--- config.mk ---
export PLATFORM = sky130hd
export DESIGN_NAME = plti_divider
export DESIGN_NICKNAME = d
export VERILOG_FILES = /design/src/rtl/core/plti_pkg.sv /design/src/rtl/core/plti_divider.sv
export SDC_FILE = /design/constraint.sdc
export NUM_CORES = 1
export LEC_CHECK = 0
export CAP_MARGIN = 10
export CORE_ASPECT_RATIO = 1.75
export CORE_UTILIZATION = 50
export CTS_CLUSTER_DIAMETER = 150
export CTS_CLUSTER_SIZE = 24
export DETAILED_ROUTE_END_ITERATION = 16
export DONT_BUFFER_PORTS = 1
export PLACE_DENSITY = 0.62
export RECOVER_POWER = 25
export SLEW_MARGIN = 20
export SYNTH_ARGS = -nofsm -noshare
export SYNTH_HDL_FRONTEND = slang
export SYNTH_SLANG_ARGS = --single-unit
--- constraint.sdc ---
create_clock -name clk -period 5.6 [get_ports clk]
set_input_delay 1.12 -clock clk [delete_from_list [all_inputs] [get_ports clk]]
set_output_delay 1.12 -clock clk [all_outputs]
set_load 0.03 [all_outputs]
--- src/rtl/core/plti_pkg.sv ---
// Shared types, codes and sizes for the piecewise linear table interpolator.
package plti_pkg;

	localparam int TABLE_DEPTH = 256;
	localparam int VALUE_WIDTH = 16;
	localparam int IDX_W       = $clog2(TABLE_DEPTH);
	localparam int CNT_W       = $clog2(TABLE_DEPTH + 1);
	localparam int PROD_W      = 2 * VALUE_WIDTH;
	localparam int STEP_W      = $clog2(PROD_W);
	localparam int SUM_W       = PROD_W + 2;

	typedef logic signed [VALUE_WIDTH-1:0] value_t;
	typedef logic        [VALUE_WIDTH-1:0] mag_t;
	typedef logic        [PROD_W-1:0]      prod_t;

	typedef enum logic [1:0] {
		FUNC_CLEAR = 2'd0,
		FUNC_LOAD  = 2'd1,
		FUNC_QUERY = 2'd2,
		FUNC_NONE  = 2'd3
	} func_t;

	typedef enum logic [2:0] {
		ST_OK    = 3'd0,
		ST_FULL  = 3'd1,
		ST_FEW   = 3'd2,
		ST_ZERO  = 3'd3,
		ST_SAT   = 3'd4
	} status_t;

	typedef enum logic [2:0] {
		S_IDLE,
		S_SEL,
		S_MUL,
		S_DIVGO,
		S_DIV,
		S_FIN
	} state_t;

	// Command broadcast to every table cell.
	typedef struct packed {
		logic   load;
		value_t px;
		value_t py;
	} cell_cmd_t;

endpackage

--- src/rtl/core/plti_divider.sv ---
// Restoring divider, one quotient bit per cycle.
module plti_divider (
	input  logic              clk,
	input  logic              arst_n,
	input  logic              go,
	input  plti_pkg::prod_t   dividend,
	input  plti_pkg::mag_t    divisor,
	output logic              done,
	output plti_pkg::prod_t   quotient
);
	import plti_pkg::*;

	logic              run_q;
	logic [STEP_W-1:0] cnt_q;
	mag_t              rem_q;
	mag_t              div_q;
	prod_t             quo_q;
	logic [VALUE_WIDTH:0] shifted;
	logic [VALUE_WIDTH:0] trial;
	logic                 fits;

	assign shifted = {rem_q, quo_q[PROD_W-1]};
	assign trial   = shifted - {1'b0, div_q};
	assign fits    = !trial[VALUE_WIDTH];

	always_ff @(posedge clk or negedge arst_n) begin
		if (!arst_n) begin
			run_q <= 1'b0;
			cnt_q <= '0;
			done  <= 1'b0;
		end else begin
			done <= 1'b0;
			if (go) begin
				run_q <= 1'b1;
				cnt_q <= '0;
			end else if (run_q) begin
				cnt_q <= cnt_q + 1'b1;
				if (cnt_q == STEP_W'(PROD_W - 1)) begin
					run_q <= 1'b0;
					done  <= 1'b1;
				end
			end
		end
	end

	always_ff @(posedge clk) begin
		if (go) begin
			rem_q <= '0;
			div_q <= divisor;
			quo_q <= dividend;
		end else if (run_q) begin
			rem_q <= fits ? trial[VALUE_WIDTH-1:0] : shifted[VALUE_WIDTH-1:0];
			quo_q <= {quo_q[PROD_W-2:0], fits};
		end
	end

	assign quotient = quo_q;

endmodule
Yosys cells after proc, flatten, opt, wreduce, memory -nomap -nowiden
Cells that the tools add are included.
{"block": "totals", "register_bits": 71, "inputBits": 51}
{"block": "op_classes", "add_sub_neg": 2, "eq_ne": 1, "muxes": 11, "reduce_logical": 2}
{"cell": "$mux 32", "n": 2}
{"cell": "$sub 17x16->17", "n": 1}
{"cell": "$mux 16", "n": 1}
{"cell": "$mux 5", "n": 2}
{"cell": "$mux 1", "n": 6}
{"cell": "$add 5x1->5 const B", "n": 1}
{"cell": "$eq 5x5->1 const B", "n": 1}
{"cell": "$reduce_bool 2->1", "n": 1}
{"cell": "$logic_not 1->1", "n": 1}

Logic depth before layout (Yosys ltp)
{"block": "logic_depth", "word_depth": 4, "depth_mapped": 10, "mapped_depth_nobuf": 9}

Worst setup path before layout
OpenSTA, ideal clock, no wires.
{"block": "synth_path", "path_type": "flip-flop to flip-flop", "start": "register quo_q[31] (netlist: quotient[31])", "end": "register rem_q[1]", "setup_time_ns": 0.095, "t_arrival_ns": 2.602, "slack_ns": 2.903, "stages_incl_launch_ff": 11, "synth_period_minus_slack_ns": 2.697, "cell_sequence": "edfxtp_1 -> inv_1 -> ha_1 -> fa_1 -> nand2b_1 -> a21o_1 -> a211oi_2 -> a21boi_0 -> buf_2 -> a2111o_1 -> o311ai_1"}
{"block": "synth_between", "elab_chain_cells": 2}
{"item": "start: declaration", "line": "plti_divider.sv:17", "source": "prod_t quo_q;"}
{"item": "start signal: assignment", "line": "plti_divider.sv:50", "source": "quo_q <= dividend;"}
{"item": "start signal: assignment", "line": "plti_divider.sv:53", "source": "quo_q <= {quo_q[PROD_W-2:0], fits};"}
{"item": "$sub 17x16->17", "line": "plti_divider.sv:23", "source": "assign trial = shifted - {1'b0, div_q};"}
{"item": "$mux 16", "line": "plti_divider.sv:52", "source": "rem_q <= fits ? trial[VALUE_WIDTH-1:0] : shifted[VALUE_WIDTH-1:0];"}
{"item": "end signal: assignment", "line": "plti_divider.sv:52"}
{"item": "end: declaration", "line": "plti_divider.sv:15", "source": "mag_t rem_q;"}
Every way passes these cells.
A chain may end at the register's enable or synchronous reset.

Worst setup path after layout
{"block": "layout_path", "start": "register quo_q[31] (netlist: quotient[31])", "end": "register quo_q[0] (netlist: quotient[0]), data pin"}
{"block": "layout_between", "elab_chain_cells": 4}
{"item": "$sub 17x16->17", "line": "plti_divider.sv:23"}
{"item": "$logic_not 1->1", "line": "plti_divider.sv:24", "source": "assign fits = !trial[VALUE_WIDTH];"}
{"item": "$mux 32", "line": "plti_divider.sv:51", "source": "end else if (run_q) begin"}
{"item": "$mux 32", "line": "plti_divider.sv:47", "source": "if (go) begin"}
Every way passes these cells. The select of a mux whose other input is x is not followed.

==> results.rst <==
.. list-table::
   :header-rows: 1

   * - Metric
     - Value
   * - Clock Path Buffers
     - 2
   * - Remaining design rule violation count
     - 0
   * - Final wirelength
     - 8134 um
   * - Synthesis Warnings
     - 0
   * - Synthesis-stage register bit count
     - 71
   * - Diode count
     - 0
   * - Nature of the critical path startpoint
     - flop
   * - Reg2Reg Launch Point
     - quotient[31]
   * - Router iterations before antenna repair
     - 4
   * - Count of final setup violators
     - 0
   * - Commonest register cell after synthesis
     - sky130_fd_sc_hd__edfxtp_1
   * - Post-synth EDFFs
     - 48
   * - Post-layout minimum cycle time
     - 3.261 ns
   * - Static leakage
     - 1.680 nW
   * - Clock latency at the later pin of the worst-skew pair
     - 0.33 ns
   * - Antenna violations before repair
     - 0
   * - Number of pins with negative max-slew slack in the final report
     - 0
   * - Yosys top cell area share
     - 0.3732
   * - DRC violation total after the first TritonRoute iteration
     - 223
   * - Post-DRT Antenna Nets
     - 0
   * - TritonCTS clock tree
     - done
   * - NumNets Final
     - 414
   * - Share of layout cells above drive strength 1
     - 0.1433
   * - Via-per-instance ratio
     - 6.217
   * - Data arrival time of the worst path
     - 3.32 ns
   * - Outcome
     - completed
   * - Top achievable clock speed
     - 0.3067 GHz
   * - Overall overflow remaining after global route
     - 0
   * - Post-route clock skew
     - 0.004903 ns
   * - Flop-to-flop setup slack
     - 2.34 ns
   * - Mapped cell area
     - 3862 um^2
   * - Portion of the clock cycle consumed by the worst path in the final layout
     - 0.5822
   * - Post-CTS resize count
     - 0
   * - Pin count of the biggest net entering global routing
     - 65
   * - Final Hold Violating Endpoints
     - 0
   * - Sequential fraction of the synthesis area
     - 0.5015
   * - Ys async rst share
     - 0.09859
   * - Row cnt
     - 42
   * - Overall via count from detail_route
     - 2717
   * - Category of the critical setup timing path
     - reg2reg
   * - I/O Buffers
     - 0
   * - P&R area growth vs syn
     - 7.677%
   * - Clk pin slew, worst setup/hold paths
     - 0.06 ns
   * - First-pass GRT wire length
     - 12980 um
   * - CORE AREA
     - 7515 um^2
   * - Gate count of the mapped netlist
     - 348
   * - Final core utilization
     - 0.5534
   * - H-tree level count
     - 3
   * - Synth cell types
     - 54
   * - Global-route total usage across every layer
     - 0.2220
   * - Aggregate negative setup slack
     - 0 ns
   * - Data required, critical path
     - 5.66 ns
   * - Floorplan die area
     - 8094 um^2
   * - Maximum VDD drop
     - 0.2445 mV
   * - Number of clock sinks seen by CTS
     - 71
   * - Die span in y
     - 118.3 um
   * - Slew at the pin closest to its max-slew limit
     - 1.064 ns
   * - Starting density of the core
     - 0.5140
   * - Type of element capturing the critical path
     - flop
   * - DR WL/cell
     - 18.61 um
   * - Class of the tightest hold or removal check
     - in2async
   * - Startpoint of the worst setup timing path
     - quotient[31]
   * - Critical path fanouts, max
     - 11
   * - Endpoint of the most critical register-to-register path
     - quotient[0]
   * - Final weighted congestion in routability-driven placement
     - 0.8105
   * - Net count after synthesis
     - 418
   * - Via count of the first global-routing pass
     - 2722
   * - Normalized max-slew margin
     - 0.2907
   * - Hold-fix buffers, CTS
     - 0
   * - Number of buffers created by CTS
     - 9
   * - Clock Tree Root
     - sky130_fd_sc_hd__clkbuf_16
   * - Width of the die
     - 68.44 um
   * - Post-DP HPWL
     - 5886 um
   * - Avg Cell Area, Syn
     - 11.10 um^2
   * - R2r worst-path depth
     - 9
   * - Library cell occupying the most area in the post-synthesis netlist
     - sky130_fd_sc_hd__edfxtp_1
   * - Last element of the critical path
     - quotient[0]
   * - Power density over the cells
     - 456.6 nW/um^2
   * - I/O pin count
     - 84
   * - Number of setup buffers added after CTS
     - 0
   * - Total of max-cap violations
     - 0
   * - Main area contributors after synthesis
     - sky130_fd_sc_hd__edfxtp_1 (37%), sky130_fd_sc_hd__mux2_2 (9.0%), sky130_fd_sc_hd__dfxtp_1 (8.3%), sky130_fd_sc_hd__ha_1 (5.8%), sky130_fd_sc_hd__dfrtp_1 (4.5%)
   * - Setup repair after global routing missed its margin
     - false
## final cells by class
| type | count | area (um^2) |
|---|---|---|
| clock buffer | 12 | 236.5 |
| fill | 670 | 3356 |
| sequential | 71 | 1937 |
| timing repair buffer | 1 | 7.507 |
| multi-input combinational | 239 | 1763 |
| tap | 88 | 110.1 |
| inverter | 22 | 82.58 |
| clock inverter | 4 | 22.52 |
## per-stage QoR
stage	cells	setup slack (ns)	instance area, um^2	power (mW)	hold slack (ns)
6_report	437	2.339	4159	1.899	0.4776
5_1_grt	437	2.110	4159	2.011	0.4677
2_1_floorplan	348	2.903	3862	1.275	0.4773
3_3_place_gp	421	2.289	3900	1.392	0.5013
3_5_place_dp	421	2.164	3900	1.401	0.5077
4_1_cts	437	2.150	4159	1.908	0.4703
## worst max-delay path, cell delays in order, from the launching register on
cell and delay, ns:
sky130_fd_sc_hd__edfxtp_1 0.54, sky130_fd_sc_hd__inv_1 0.11, sky130_fd_sc_hd__ha_1 0.24, sky130_fd_sc_hd__fa_1 0.41, sky130_fd_sc_hd__nand2b_1 0.21, sky130_fd_sc_hd__a21o_1 0.21
sky130_fd_sc_hd__a211oi_2 0.28, sky130_fd_sc_hd__o22ai_1 0.36, sky130_fd_sc_hd__nor2_1 0.49, sky130_fd_sc_hd__o21ai_0 0.14
## state kept, by name (all words and copies together) (netlist names)
register / count
done: 1
run_q: 1
quotient: 32
cnt_q: 5
rem_q: 16
div_q: 16
## power by group
group | switching (mW) | total (mW) | internal (mW) | leakage (nW)
registers | 0.122 | 0.777 | 0.655 | 0.719
clock network | 0.205 | 0.503 | 0.297 | 0.128
logic | 0.354 | 0.619 | 0.266 | 0.833
## placed cells by master, fill, tap and decap left out, drive strengths merged, types with 6 or more instances in the layout
cell,instances
o211ai,6
dfxtp,16
o31ai,6
inv,22
edfxtp,48
clkbuf,12
nand3,7
nor2,25
dfrtp,7
ha,18
mux2,31
o21ai,19
and3,11
xor2,6
a21oi,18
a211oi,7
a31oi,6
nand2,15
## routing by layer
layer | vias to the layer above | wire length [um] | GRT usage
met5 | - | 0 | 0
met2 | 92 | 4327 | 0.3713
met1 | 1293 | 3197 | 0.2519
met4 | 0 | 283 | 0.1146
met3 | 23 | 325 | 0.05019
li1 | 1309 | - | -
## cell families after synthesis
group | after synthesis | share of synthesized area
AO/OA/AOI/OAI | 92 | 0.1633
AND/OR/NAND/NOR | 84 | 0.1092
flip-flops | 71 | 0.5015
buffers and inverters | 38 | 0.04211
multiplexers | 33 | 0.09556
adder cells (fa/ha/maj) | 19 | 0.06349
XOR/XNOR | 11 | 0.02494
## worst min path at each step
stage / start / end / slack, ns
2_1_floorplan: rem_q[4] / rem_q[4] / 0.48
3_3_place_gp: rem_q[3] / rem_q[3] / 0.50
3_5_place_dp: rem_q[3] / rem_q[3] / 0.51
4_1_cts: arst_n / cnt_q[3] / 0.47
5_1_grt: arst_n / cnt_q[4] / 0.47
6_report: arst_n / cnt_q[4] / 0.48
## cell usage after synthesis, types with 7 or more instances
cell                        n
sky130_fd_sc_hd__and3_1    11
sky130_fd_sc_hd__o21ai_0   19
sky130_fd_sc_hd__nor2_1    25
sky130_fd_sc_hd__mux2_2    31
sky130_fd_sc_hd__clkbuf_1  10
sky130_fd_sc_hd__nand3_1    7
sky130_fd_sc_hd__dfrtp_1    7
sky130_fd_sc_hd__inv_1     22
sky130_fd_sc_hd__dfxtp_1   16
sky130_fd_sc_hd__ha_1      18
sky130_fd_sc_hd__nand2_1   15
sky130_fd_sc_hd__edfxtp_1  48
sky130_fd_sc_hd__a21oi_1   18
Power figures use the tool's default switching activity.
