--- src/rtl/core/plti_pkg.sv ---
// Shared types, codes and sizes for the piecewise linear table interpolator.
package plti_pkg;

	localparam int TABLE_DEPTH = 256;
	localparam int VALUE_WIDTH = 16;
	localparam int IDX_W       = $clog2(TABLE_DEPTH);
	localparam int CNT_W       = $clog2(TABLE_DEPTH + 1);
	localparam int PROD_W      = 2 * VALUE_WIDTH;
	localparam int STEP_W      = $clog2(PROD_W);
	localparam int SUM_W       = PROD_W + 2;

	typedef logic signed [VALUE_WIDTH-1:0] value_t;
	typedef logic        [VALUE_WIDTH-1:0] mag_t;
	typedef logic        [PROD_W-1:0]      prod_t;

	typedef enum logic [1:0] {
		FUNC_CLEAR = 2'd0,
		FUNC_LOAD  = 2'd1,
		FUNC_QUERY = 2'd2,
		FUNC_NONE  = 2'd3
	} func_t;

	typedef enum logic [2:0] {
		ST_OK    = 3'd0,
		ST_FULL  = 3'd1,
		ST_FEW   = 3'd2,
		ST_ZERO  = 3'd3,
		ST_SAT   = 3'd4
	} status_t;

	typedef enum logic [2:0] {
		S_IDLE,
		S_SEL,
		S_MUL,
		S_DIVGO,
		S_DIV,
		S_FIN
	} state_t;

	// Command broadcast to every table cell.
	typedef struct packed {
		logic   load;
		value_t px;
		value_t py;
	} cell_cmd_t;

endpackage

--- src/rtl/core/plti_cell.sv ---
// One table cell: holds a breakpoint and shifts up when a smaller one is inserted below it.
module plti_cell (
	input  logic                clk,
	input  plti_pkg::cell_cmd_t cmd,
	input  logic                valid,
	input  logic                prev_le,
	input  plti_pkg::value_t    prev_x,
	input  plti_pkg::value_t    prev_y,
	output plti_pkg::value_t    x,
	output plti_pkg::value_t    y,
	output logic                le,
	output logic                gt
);
	import plti_pkg::*;

	value_t x_q;
	value_t y_q;

	assign le = valid && (x_q <= cmd.px);
	assign gt = valid && (cmd.px > x_q);
	assign x  = x_q;
	assign y  = y_q;

	// The new pair lands in the first empty cell or cell whose x exceeds it; cells above shift up.
	always_ff @(posedge clk) begin
		if (cmd.load && !le) begin
			if (prev_le) begin
				x_q <= cmd.px;
				y_q <= cmd.py;
			end else begin
				x_q <= prev_x;
				y_q <= prev_y;
			end
		end
	end

endmodule

--- config.mk ---
export PLATFORM = sky130hd
export DESIGN_NAME = plti_cell
export DESIGN_NICKNAME = d
export VERILOG_FILES = /design/src/rtl/core/plti_pkg.sv /design/src/rtl/core/plti_cell.sv
export SDC_FILE = /design/constraint.sdc
export NUM_CORES = 1
export LEC_CHECK = 0
export ABC_AREA = 1
export BUFFER_PORTS_ARGS = -buffer_cell sky130_fd_sc_hd__buf_4
export CORE_ASPECT_RATIO = 1.25
export CORE_MARGIN = 4
export CORE_UTILIZATION = 30
export DETAILED_ROUTE_END_ITERATION = 12
export PLACE_DENSITY = 0.61
export SLEW_MARGIN = 20
export SYNTH_ARGS = -nofsm -noshare
export SYNTH_HDL_FRONTEND = slang
export SYNTH_SLANG_ARGS = --single-unit
--- constraint.sdc ---
create_clock -name clk -period 3.8 [get_ports clk]
set_input_delay 0.76 -clock clk [delete_from_list [all_inputs] [get_ports clk]]
set_output_delay 0.76 -clock clk [all_outputs]
set_load 0.03 [all_outputs]
# Yosys cells after proc, flatten, opt, wreduce, memory -nomap -nowiden
# Index checks and enable logic that the tools add are counted.
# word_totals
output_inout_bits	34
regBits	32
# op_classes
n_lt_le_gt_ge	2
n_reduce_logical	4
mux	2
# ops
op	count
$mux 16	2
$gt 16x16->1	1
$le 16x16->1	1
$logic_and 1x1->1	3
$logic_not 1->1	1

# Longest topological paths before layout
# Gate-level depths: netlist (run 1).
# depth
ltp_word	4
depth_mapped	13
depth_no_buf	13

# Worst setup path before layout (run 1)
# Ideal clock, no wire load.
# synth_timing
path_kind	input-to-reg
start	input port cmd[31] (netlist name)
end	register x_q[0], in the netlist x[0], enable pin
arrival_ns	2.693
required_ns	3.404
setup_time_ns	0.396
cell_stages	11
path_slack_ns	0.712
cell_sequence	ha_1 -> nand2_1 -> nor2_2 -> nand2_2 -> nor2_2 -> nand2_1 -> nand2_1 -> o21bai_1 -> nand3_2 -> nand2_2 -> nor2_2
# synth_via
elab_chain_cells	4
# synth_lines
element	line	text
start: declaration	plti_cell.sv:4	input plti_pkg::cell_cmd_t cmd,
$le 16x16->1	plti_cell.sv:19	assign le = valid && (x_q <= cmd.px);
$logic_and 1x1->1	plti_cell.sv:19	
named net le	plti_cell.sv:11	output logic le,
$logic_not 1->1	plti_cell.sv:26	if (cmd.load && !le) begin
$logic_and 1x1->1	plti_cell.sv:26	
end signal: assignment	plti_cell.sv:28	x_q <= cmd.px;
end signal: assignment	plti_cell.sv:31	x_q <= prev_x;
end: declaration	plti_cell.sv:16	value_t x_q;
# The timed path passes the listed nets, and every way through them passes these cells.
# A chain may end at the register's enable or synchronous reset.

# Worst setup path after layout (run 1)
# layout_timing
start	input port cmd[31] (netlist name)
end	output port le
# layout_via
elab_chain_cells	2
# layout_lines
element	line
$le 16x16->1	plti_cell.sv:19
$logic_and 1x1->1	plti_cell.sv:19
end: declaration	plti_cell.sv:11
# Every way passes these cells.

==> out/qor.yml, run 1 <==
status:
  outcome: "complete, no violations"
cts:
  cts_buffers: 5
  cts_sinks: 32
  clk_path_buf_depth: 2
  clk-insertion-delay-late_ps: 270
  ctsHoldBuffers: 0
  clk_pin_slew_worst_paths_ps: 60
  cts_tree: "yes"
  post_cts_buffers: 0
  ctsResizeCount: 0
  root_buffer: "clkbuf_8"
  ctsHtreeMaxLevel: 2
place:
  portBuffers: 101
  place.gp.congestion: 0.680
  hpwl_um: 3400
  pre_cts_ws_ps: 813
worst_setup_path:
  cp.required_ps: 3040
  path_cells: "buf_4, ha_1, nand2_1, nor2_2, nand2_2, inv_1, nand2_2, nand2_2, inv_1, nand3_1, nand3_2, nand2_2, buf_4"
  crit_family: "simple AND/OR/NAND/NOR gates"
  end_kind: "primary output"
  cp_slowest_stage_delay_ps: 340
  path_class: "in -> out"
  r2r_slack_ps: 1500
  worst-path-buf-inv: 4
  cpMostUsedCell: "nand2_2"
  worstPathArrival_ps: 2220
  cp_max_fo: 4
  slowest_stage: "ha_1"
  setup.worst_path.start_class: "primary input"
detailed_routing:
  viasPerCell: 4.26
  ant_nets: 0
  drt_first_iter_violations: 45
  drc: 0
  vias: 1477
  post_drt_wl_per_cell_um: 12.3
  first_pass_iters: 2
  wl_um: 4270
sta:
  fin_skew_ps: 1.29
  hold_violations: 0
  holdWs_ps: 765
  setup_slack_ps: 816
  rsz0062_at_grt: "false"
  setup_tns_ps: 0
  worstMarginPinSlew_ps: 431
  min_period_ps: 2980
  fin_crit_sh_pct: 78.5
  maxSlewHeadroom_pct: 71.3
  slew_violations: 0
  fmax_mhz: 335
  finalSetupViolCount: 0
global_route:
  grt_usage_pct: 11.8
  grt_pass1_vias: 1535
  grt_max_degree: 34
  overflow: 0
  antenna_found_initial: 0
  grt_pass1_wl_um: 6930
logic_synthesis:
  synth-seq-cells: 32
  synth_area_sq_um: 1870
  synth.yosys.seq_area_share_pct: 51.3
  synth_area_leaders: "edfxtp_1 51%, mux2_2 14%, ha_1 11%"
  ys_types: 20
  synthCells: 159
  synth_nets: 243
  ys_warn_count: 0
  avgSynthCellArea_sq_um: 11.8
  yosys.area.top_type: "edfxtp_1"
  yosysTopAreaCellShare_pct: 51.3
hold_path:
  hp-class: "in -> reg"
pwr:
  powerDensity_nw_per_um2: 348
  peakVddDrop_mv: 0.152
  cellLeakagePower_nw: 1.34
floorplanning:
  fp.dieW_um: 78.7
  dieArea_sq_um: 7580
  core_sq_um: 5930
  row_count: 31
  ios: 102
  die_h_um: 96.3
  initial_core_util_pct: 31.6
cells_and_area:
  nNetsFinal: 348
  insertedDiodeCount: 0
  final_util_pct: 47.3
  synthToLayoutAreaGrowth_pct: 49.9
  final_common_cell: "buf_4"
  final_cell_mix: "102 x buf_4, 32 x edfxtp_1, 26 x inv_1"
  drive_above_1_share_pct: 53.6
flow_run:
  drv_cap: 0
layer usage:
| metal | track usage [%] | vias up | routed length [um] |
|---|---|---|---|
| met2 | 20.9 | 59 | 2240 |
| li1 | - | 748 | - |
| met4 | 4.37 | 0 | 48 |
| met3 | 4.31 | 5 | 416 |
| met5 | 0 | - | 0 |
| met1 | 12.8 | 665 | 1570 |
worst paths after layout:
path,start,end,cells past startpoint
worst max-delay path,cmd[31],le,13
worst min-delay path,prev_x[10],x[10]$_DFFE_PP_,2
worst max register to register,x[15]$_DFFE_PP_,x[14]$_DFFE_PP_,13
worst min register to register,x[15]$_DFFE_PP_,x[0]$_DFFE_PP_,7
report_power, final:
| group | switching (W) | internal (W) |
|---|---|---|
| Clock | 0.000120 | 0.000127 |
| Combinational | 0.000156 | 0.000133 |
| Sequential | 0.0000114 | 0.000430 |
metrics by stage:
| stage | area [sq um] | cells | power [W] |
|---|---|---|---|
| after global placement | 2730 | 339 | 0.000741 |
| after CTS | 2810 | 347 | 0.000999 |
| after detailed placement | 2730 | 339 | 0.000744 |
| after floorplan | 1870 | 159 | 0.000615 |
| final | 2810 | 347 | 0.000977 |
| after global routing | 2810 | 347 | 0.00104 |
state kept, by name, indices dropped and copies added, names as in the netlist:
signal	cells
x	16
y	16
synthesized netlist by cell type:
library cell	count
nor3_1	1
o21bai_1	1
nand3_2	1
nand3_4	1
mux2_2	24
nand2_2	4
nor2_2	3
clkbuf_1	1
inv_1	26
edfxtp_1	32
nor2_1	3
ha_1	16
inv_2	2
nand2_1	24
nand3_1	2
a21o_1	1
mux2_1	7
buf_2	3
a21oi_1	6
nand4_1	1
cell type report:
type	count	area (sq um)
clock buffers	7	76.3
clock inverters	1	3.75
repair buffers	102	766
multi-input cells	95	793
fillers	581	3130
well taps	82	103
inverters	28	105
flip-flops and latches	32	961
worst reg2reg max path, cell delays in order (launching register included):
cell	delay, ps
edfxtp_1	350
inv_1	50
ha_1	330
nand2_1	100
nor2_2	170
nand2_2	80
nor2_2	100
nand2_1	50
nand2_1	50
o21bai_1	70
nand3_2	80
nand2_2	70
nor2_4	70
buf_4	390
kinds of logic (layout without fill, tap and decap cells):
kind of cell	Yosys count	in the layout	share of synthesized area, %
buffers and inverters	32	138	6.61
multiplexers	31	31	18.6
adder cells (fa/ha/maj)	16	16	10.7
AO/OA/AOI/OAI	8	8	2.41
flip-flops	32	32	51.3
AND/OR/NAND/NOR	40	40	10.4
(Power assumes the default switching activity.)
==> run 2, diff against run 1 <==
==> constraint.sdc (replaced) <==
create_clock -name clk -period 3 [get_ports clk]
set_input_delay 0.6 -clock clk [delete_from_list [all_inputs] [get_ports clk]]
set_output_delay 0.6 -clock clk [all_outputs]
set_load 0.03 [all_outputs]
==> run 2 against run 1 <==
  * Wire length increased by 3.1%
  * Register-to-register slack got worse by 620 ps
  * Non-clock buffer count unchanged
  * Via count increased by 1.5%
  * Critical endpoint is now gt
  * Clock power increased by 28%
==> out/qor.yml, run 2 (synthesis gave the netlist of run 1 again) <==
status:
  outcome: "complete, no violations"
place:
  place.gp.congestion: 0.666  # -2.1%
  hpwl_um: 3460  # +1.7%
  portBuffers: 101  # unchanged
  placed_cell_area_sq_um: 2740  # +0.46%
cells_and_area:
  insertedDiodeCount: 0  # unchanged
  num-fill-cells: 571  # -1.7%
  stdcell_area_sq_um: 2820  # +0.45%
  final_cell_mix: "101 x buf_4, 32 x edfxtp_1, 26 x inv_1"
  drive_above_1_share_pct: 53.6  # unchanged
  synthToLayoutAreaGrowth_pct: 50.6
  nNetsFinal: 348  # unchanged
  final_common_cell: "buf_4"
cts:
  ctsHtreeMaxLevel: 2  # unchanged
  clk_pin_slew_worst_paths_ps: 70  # about the same
  cts_tree: "yes"
  ctsHoldBuffers: 0  # unchanged
  ctsResizeCount: 0  # unchanged
  cts_buffers: 5  # unchanged
  clk-insertion-delay-late_ps: 270  # about the same
  root_buffer: "clkbuf_8"
  post_cts_buffers: 0  # unchanged
  clk_path_buf_depth: 2  # unchanged
  cts_sinks: 32  # unchanged
detailed_routing:
  drc: 0  # unchanged
  drt_first_iter_violations: 37  # -18%
  vias: 1499  # +1.5%
  post_drt_wl_per_cell_um: 12.7  # +3.1%
  first_pass_iters: 4  # +2
  ant_nets: 0  # unchanged
  wl_um: 4410  # +3.1%
  viasPerCell: 4.32  # +1.5%
worst_setup_path:
  cpMostUsedCell: "nand2_2"
  r2r-end: "y[6]$_DFFE_PP_"
  cp.required_ps: 2400  # -640 ps
  cp_max_fo: 4  # unchanged
  worstPathArrival_ps: 2050  # -170 ps
  cp_slowest_stage_delay_ps: 340  # about the same
  slowest_stage: "ha_1"
  end_kind: "primary output"
  r2r_cells: 13  # unchanged
  r2r_start: "x[15]$_DFFE_PP_"
  r2r_slack_ps: 880  # -620 ps
  path_class: "in -> out"
  setup.worst_path.start_class: "primary input"
  path_cells: "buf_4, ha_1, nand2_1, nor2_2, nand2_2, inv_1, nand2_2, nand2_2, inv_1, nand3_1, nand3_2, nor2_1, buf_4"
floorplanning:
  die_h_um: 96.3  # unchanged
  core_sq_um: 5930  # unchanged
  fp.dieW_um: 78.7  # unchanged
  row_count: 31  # unchanged
  initial_core_util_pct: 31.6  # unchanged
  ios: 102  # unchanged
  dieArea_sq_um: 7580  # unchanged
global_route:
  busiest_layer: "met2"
  grt_pass1_wl_um: 6780  # -2.2%
  met2_usage_pct: 21.2  # +0.28 points
  grt_max_degree: 34  # unchanged
  overflow: 0  # unchanged
  antenna_found_initial: 0  # unchanged
  grt_pass1_vias: 1556  # +1.4%
  use_met1_pct: 12.1  # -0.77 points
  use_met3_pct: 4.49  # +0.19 points
  grt_usage_pct: 11.6  # -0.20 points
sta:
  hold_violations: 0  # unchanged
  setup_tns_ps: 0  # unchanged
  fin_crit_sh_pct: 88.4
  fin_skew_ps: 1.23  # -0.0575 ps
  maxSlewHeadroom_pct: 71.3  # about the same
  min_period_ps: 2650
  finalSetupViolCount: 0  # unchanged
  rsz0062_at_grt: "false"
  slew_violations: 0  # unchanged
  worstMarginPinSlew_ps: 431  # +0.143 ps
  fmax_mhz: 377
pwr:
  cellLeakagePower_nw: 1.35  # +0.30%
  p_total_w: 0.00124  # +27%
  peakVddDrop_mv: 0.252  # +65%
  powerDensity_nw_per_um2: 441  # +27%
hold_path:
  whs_endpoint: "x[11]$_DFFE_PP_"
  hp-class: "in -> reg"
  whs_path_depth: 2  # unchanged
  holdCritStartpoint: "prev_x[11]"
flow_run:
  drv_cap: 0  # unchanged
run 2: changes by cell type in the layout (fill, tap and decap cells not counted):
| cell | change |
|---|---|
| buf_4 | -1 |
| buf_12 | +1 |
run 2: worst max path at each step:
stage                     slack [ps]     from              to
after floorplan                   70  cmd[31]  x[0]$_DFFE_PP_
after global placement           390  cmd[31]              le
after detailed placement         330  cmd[31]              le
after CTS                        320  cmd[31]              gt
after global routing             180  cmd[31]              gt
final                            350  cmd[31]              gt
run 2: worst max-delay path, delay by kind of cell:
family	cells	cell delay [ps]
and+or+nand+nor	8	730
buffers and inverters	4	380
adders and majority gates	1	340
run 2: metrics by stage:
step           cells  utilization, %  setup slack (ps)  hold slack, ps
2_1_floorplan    159               -              71.7             801
3_3_place_gp     339            46.2               389             884
3_5_place_dp     339            46.2               330             887
4_1_cts          347            47.5               324             591
5_1_grt          347            47.5               181             596
6_report         347            47.5               347             604
run 2: where the power goes:
group | total [W] | internal [W] | switching [W]
sequential | 0.000558 | 0.000544 | 0.0000140
clock | 0.000315 | 0.000161 | 0.000154
combinational | 0.000372 | 0.000172 | 0.000199
total | 0.00124 | 0.000878 | 0.000367
run 2: per-layer routing:
layer	share of wire (%)	up-vias
met1	35	686
li1	-	748
met2	53	60
met3	11	5
met4	1.2	0
met5	0	-
run 2: area by class of cell:
cell class / instances / area, sq um / area share [%]
well taps: 82 / 103 / 3.64
inverters: 28 / 105 / 3.73
repair buffers: 102 / 778 / 27.6
clock buffers: 7 / 76.3 / 2.71
clock inverters: 1 / 3.75 / 0.133
flip-flops and latches: 32 / 961 / 34.1
multi-input cells: 95 / 793 / 28.1
==> run 3, diff against run 2 <==
--- a/config.mk
+++ b/config.mk
@@ -9,9 +9,10 @@
 export BUFFER_PORTS_ARGS = -buffer_cell sky130_fd_sc_hd__buf_4
 export CORE_ASPECT_RATIO = 1.25
 export CORE_MARGIN = 4
-export CORE_UTILIZATION = 30
+export CORE_UTILIZATION = 45
 export DETAILED_ROUTE_END_ITERATION = 12
-export PLACE_DENSITY = 0.61
+export GPL_TIMING_DRIVEN = 0
+export PLACE_DENSITY = 0.84
 export SLEW_MARGIN = 20
 export SYNTH_ARGS = -nofsm -noshare
 export SYNTH_HDL_FRONTEND = slang
==> run 3 against run 2 <==
  * Utilization up 24 points
  * Register-to-register slack worse by 310 ps
  * Non-clock buffer count rose by 3
  * Global-route usage rose by 6.4 points
  * Largest cell class unchanged
==> out/qor.yml, run 3 (synthesis gave the netlist of run 1 again) <==
status:
  outcome: "complete, no violations"
cells_and_area:
  nNetsFinal: 351  # +0.86%
  synthToLayoutAreaGrowth_pct: 49.6
  final_common_cell: "buf_4"
  drive_above_1_share_pct: 54.3  # +0.72 points
  insertedDiodeCount: 0  # unchanged
  final_cell_mix: "100 x buf_4, 32 x edfxtp_1, 26 x inv_1"
  num-fill-cells: 309  # -46%
  final_util_pct: 71.6  # +24 points
sta:
  maxSlewHeadroom_pct: 69.8  # -1.5 points
  slew_violations: 0  # unchanged
  setup_slack_ps: 295  # -51.8 ps
  rsz0062_at_grt: "false"
  fmax_mhz: 370  # -1.9%
  finalSetupViolCount: 0  # unchanged
  fin_crit_sh_pct: 90.2  # +1.7 points
  fin_skew_ps: 2.43  # +1.19 ps
  worstMarginPinSlew_ps: 452  # +21.4 ps
  hold_violations: 0  # unchanged
  min_period_ps: 2700  # +51.8 ps
detailed_routing:
  drt_first_iter_violations: 41  # +11%
  ant_nets: 0  # unchanged
  vias: 1520  # +1.4%
  post_drt_wl_per_cell_um: 13.7  # +7.9%
  first_pass_iters: 4  # unchanged
  wl_um: 4400  # -0.18%
  viasPerCell: 4.74  # +9.6%
  drc: 0  # unchanged
cts:
  ctsResizeCount: 0  # unchanged
  ctsHoldBuffers: 0  # unchanged
  cts_tree: "yes"
  clk_pin_slew_worst_paths_ps: 60  # about the same
  root_buffer: "clkbuf_8"
  cts_buffers: 5  # unchanged
  cts_sinks: 32  # unchanged
  clk-insertion-delay-late_ps: 270  # about the same
  clk_path_buf_depth: 2  # unchanged
  ctsHtreeMaxLevel: 2  # unchanged
  post_cts_buffers: 0  # unchanged
worst_setup_path:
  worstSetupStartpoint: "cmd[31]"
  end_kind: "primary output"
  slowest_stage: "ha_1"
  cp.required_ps: 2400  # about the same
  worst-path-buf-inv: 4  # unchanged
  crit_family: "simple AND/OR/NAND/NOR gates"
  cp_slowest_stage_delay_ps: 330  # about the same
  cpMostUsedCell: "nand2_2"
  cp_max_fo: 4  # unchanged
  setup.worst_path.start_class: "primary input"
  r2r_start: "x[15]$_DFFE_PP_"
  path_cells: "buf_4, ha_1, nand2_1, nor2_2, nand2_2, inv_1, nand2_2, nand2_2, inv_1, nand3_1, nand3_2, nor2_1, buf_4"
  path_class: "in -> out"
  worstPathArrival_ps: 2100  # +50 ps
floorplanning:
  initial_core_util_pct: 47.9  # +16 points
  fp.dieW_um: 65.7  # -16%
  core_sq_um: 3910  # -34%
  dieArea_sq_um: 5260  # -31%
  row_count: 25  # -19%
  ios: 102  # unchanged
  die_h_um: 80.1  # -17%
pwr:
  switching_share_pct: 29.5  # about the same
  pwr-share-comb_pct: 30.4  # +0.6 points
  peakVddDrop_mv: 0.312  # +24%
  cellInternalPower_w: 0.000877  # -0.11%
  power_frac_clock_pct: 24.7  # -0.6 points
  cellLeakagePower_nw: 1.36  # +0.93%
  power_switching_w: 0.000367  # -0.13%
  p_total_w: 0.00124  # -0.11%
  powerDensity_nw_per_um2: 444  # +0.56%
  seq_power_share_pct: 44.9  # about the same
flow_run:
  drv_cap: 0  # unchanged
global_route:
  grt_pass1_wl_um: 7140  # +5.4%
  grt_max_degree: 22  # -35%
  grt_pass1_vias: 1686  # +8.4%
  overflow: 0  # unchanged
  antenna_found_initial: 0  # unchanged
  grt_usage_pct: 18.0  # +6.4 points
place:
  place.gp.congestion: 0.734  # +10%
  hpwl_um: 3700  # +7.1%
  portBuffers: 100  # -0.99%
  pre_cts_ws_ps: 226  # -104 ps
hold_path:
  hp-class: "in -> reg"
  holdCritStartpoint: "prev_x[12]"
[run 3: layout make-up]
cell class	count	area [sq um]	share of cell area (%)
tap	54	67.6	2.41
clock inverter	1	5.00	0.179
clock buffer	6	72.6	2.59
timing repair buffer	101	778	27.8
buffer	4	18.8	0.670
sequential	32	961	34.3
inverter	28	105	3.75
multi-input combinational	95	793	28.3
[run 3: power groups by stage]
stage	clock network [W]	logic, W	registers, W
floorplan	0	0.000135	0.000644
global placement	0	0.000361	0.000567
detailed placement	0	0.000383	0.000568
CTS	0.000320	0.000384	0.000559
global route	0.000341	0.000414	0.000562
finish	0.000307	0.000378	0.000558
[run 3: stage by stage]
stage                     hold WS, ps  cells  TNS, ps  area (sq um)
after floorplan                   801    159        0          1870
after global placement            882    313   -14420          2690
after detailed placement          890    314        0          2720
after CTS                         597    321        0          2800
after global routing              606    321        0          2800
final                             604    321        0          2800
[run 3: per-layer routing]
metal / vias to the layer above / GRT usage [%] / wire length [um]
met1: 695 / 17.5 / 1480
li1: 756 / - / -
met4: 0 / 5.60 / 59
met2: 63 / 34.2 / 2480
met5: - / 0 / 0
met3: 6 / 6.85 / 376
[run 3: worst paths after layout]
kind                     endpoint  cells after the start  slack, ps
hold reg to reg    x[0]$_DFFE_PP_                      6       1230
hold / removal    x[12]$_DFFE_PP_                      2        600
setup reg to reg   x[4]$_DFFE_PP_                     13        570
setup / recovery               gt                     13        300
[run 3: worst reg2reg max path, stage by stage, from the launching register on]
cell and delay (ps):
edfxtp_1 350, inv_1 50, ha_1 320, nand2_1 90, nor2_2 190, nand2_2 100
nor2_2 100, nand2_1 60, nand2_1 60, o21bai_1 70, nand3_2 80, nand2_2 80
nor2_4 370, buf_16 230
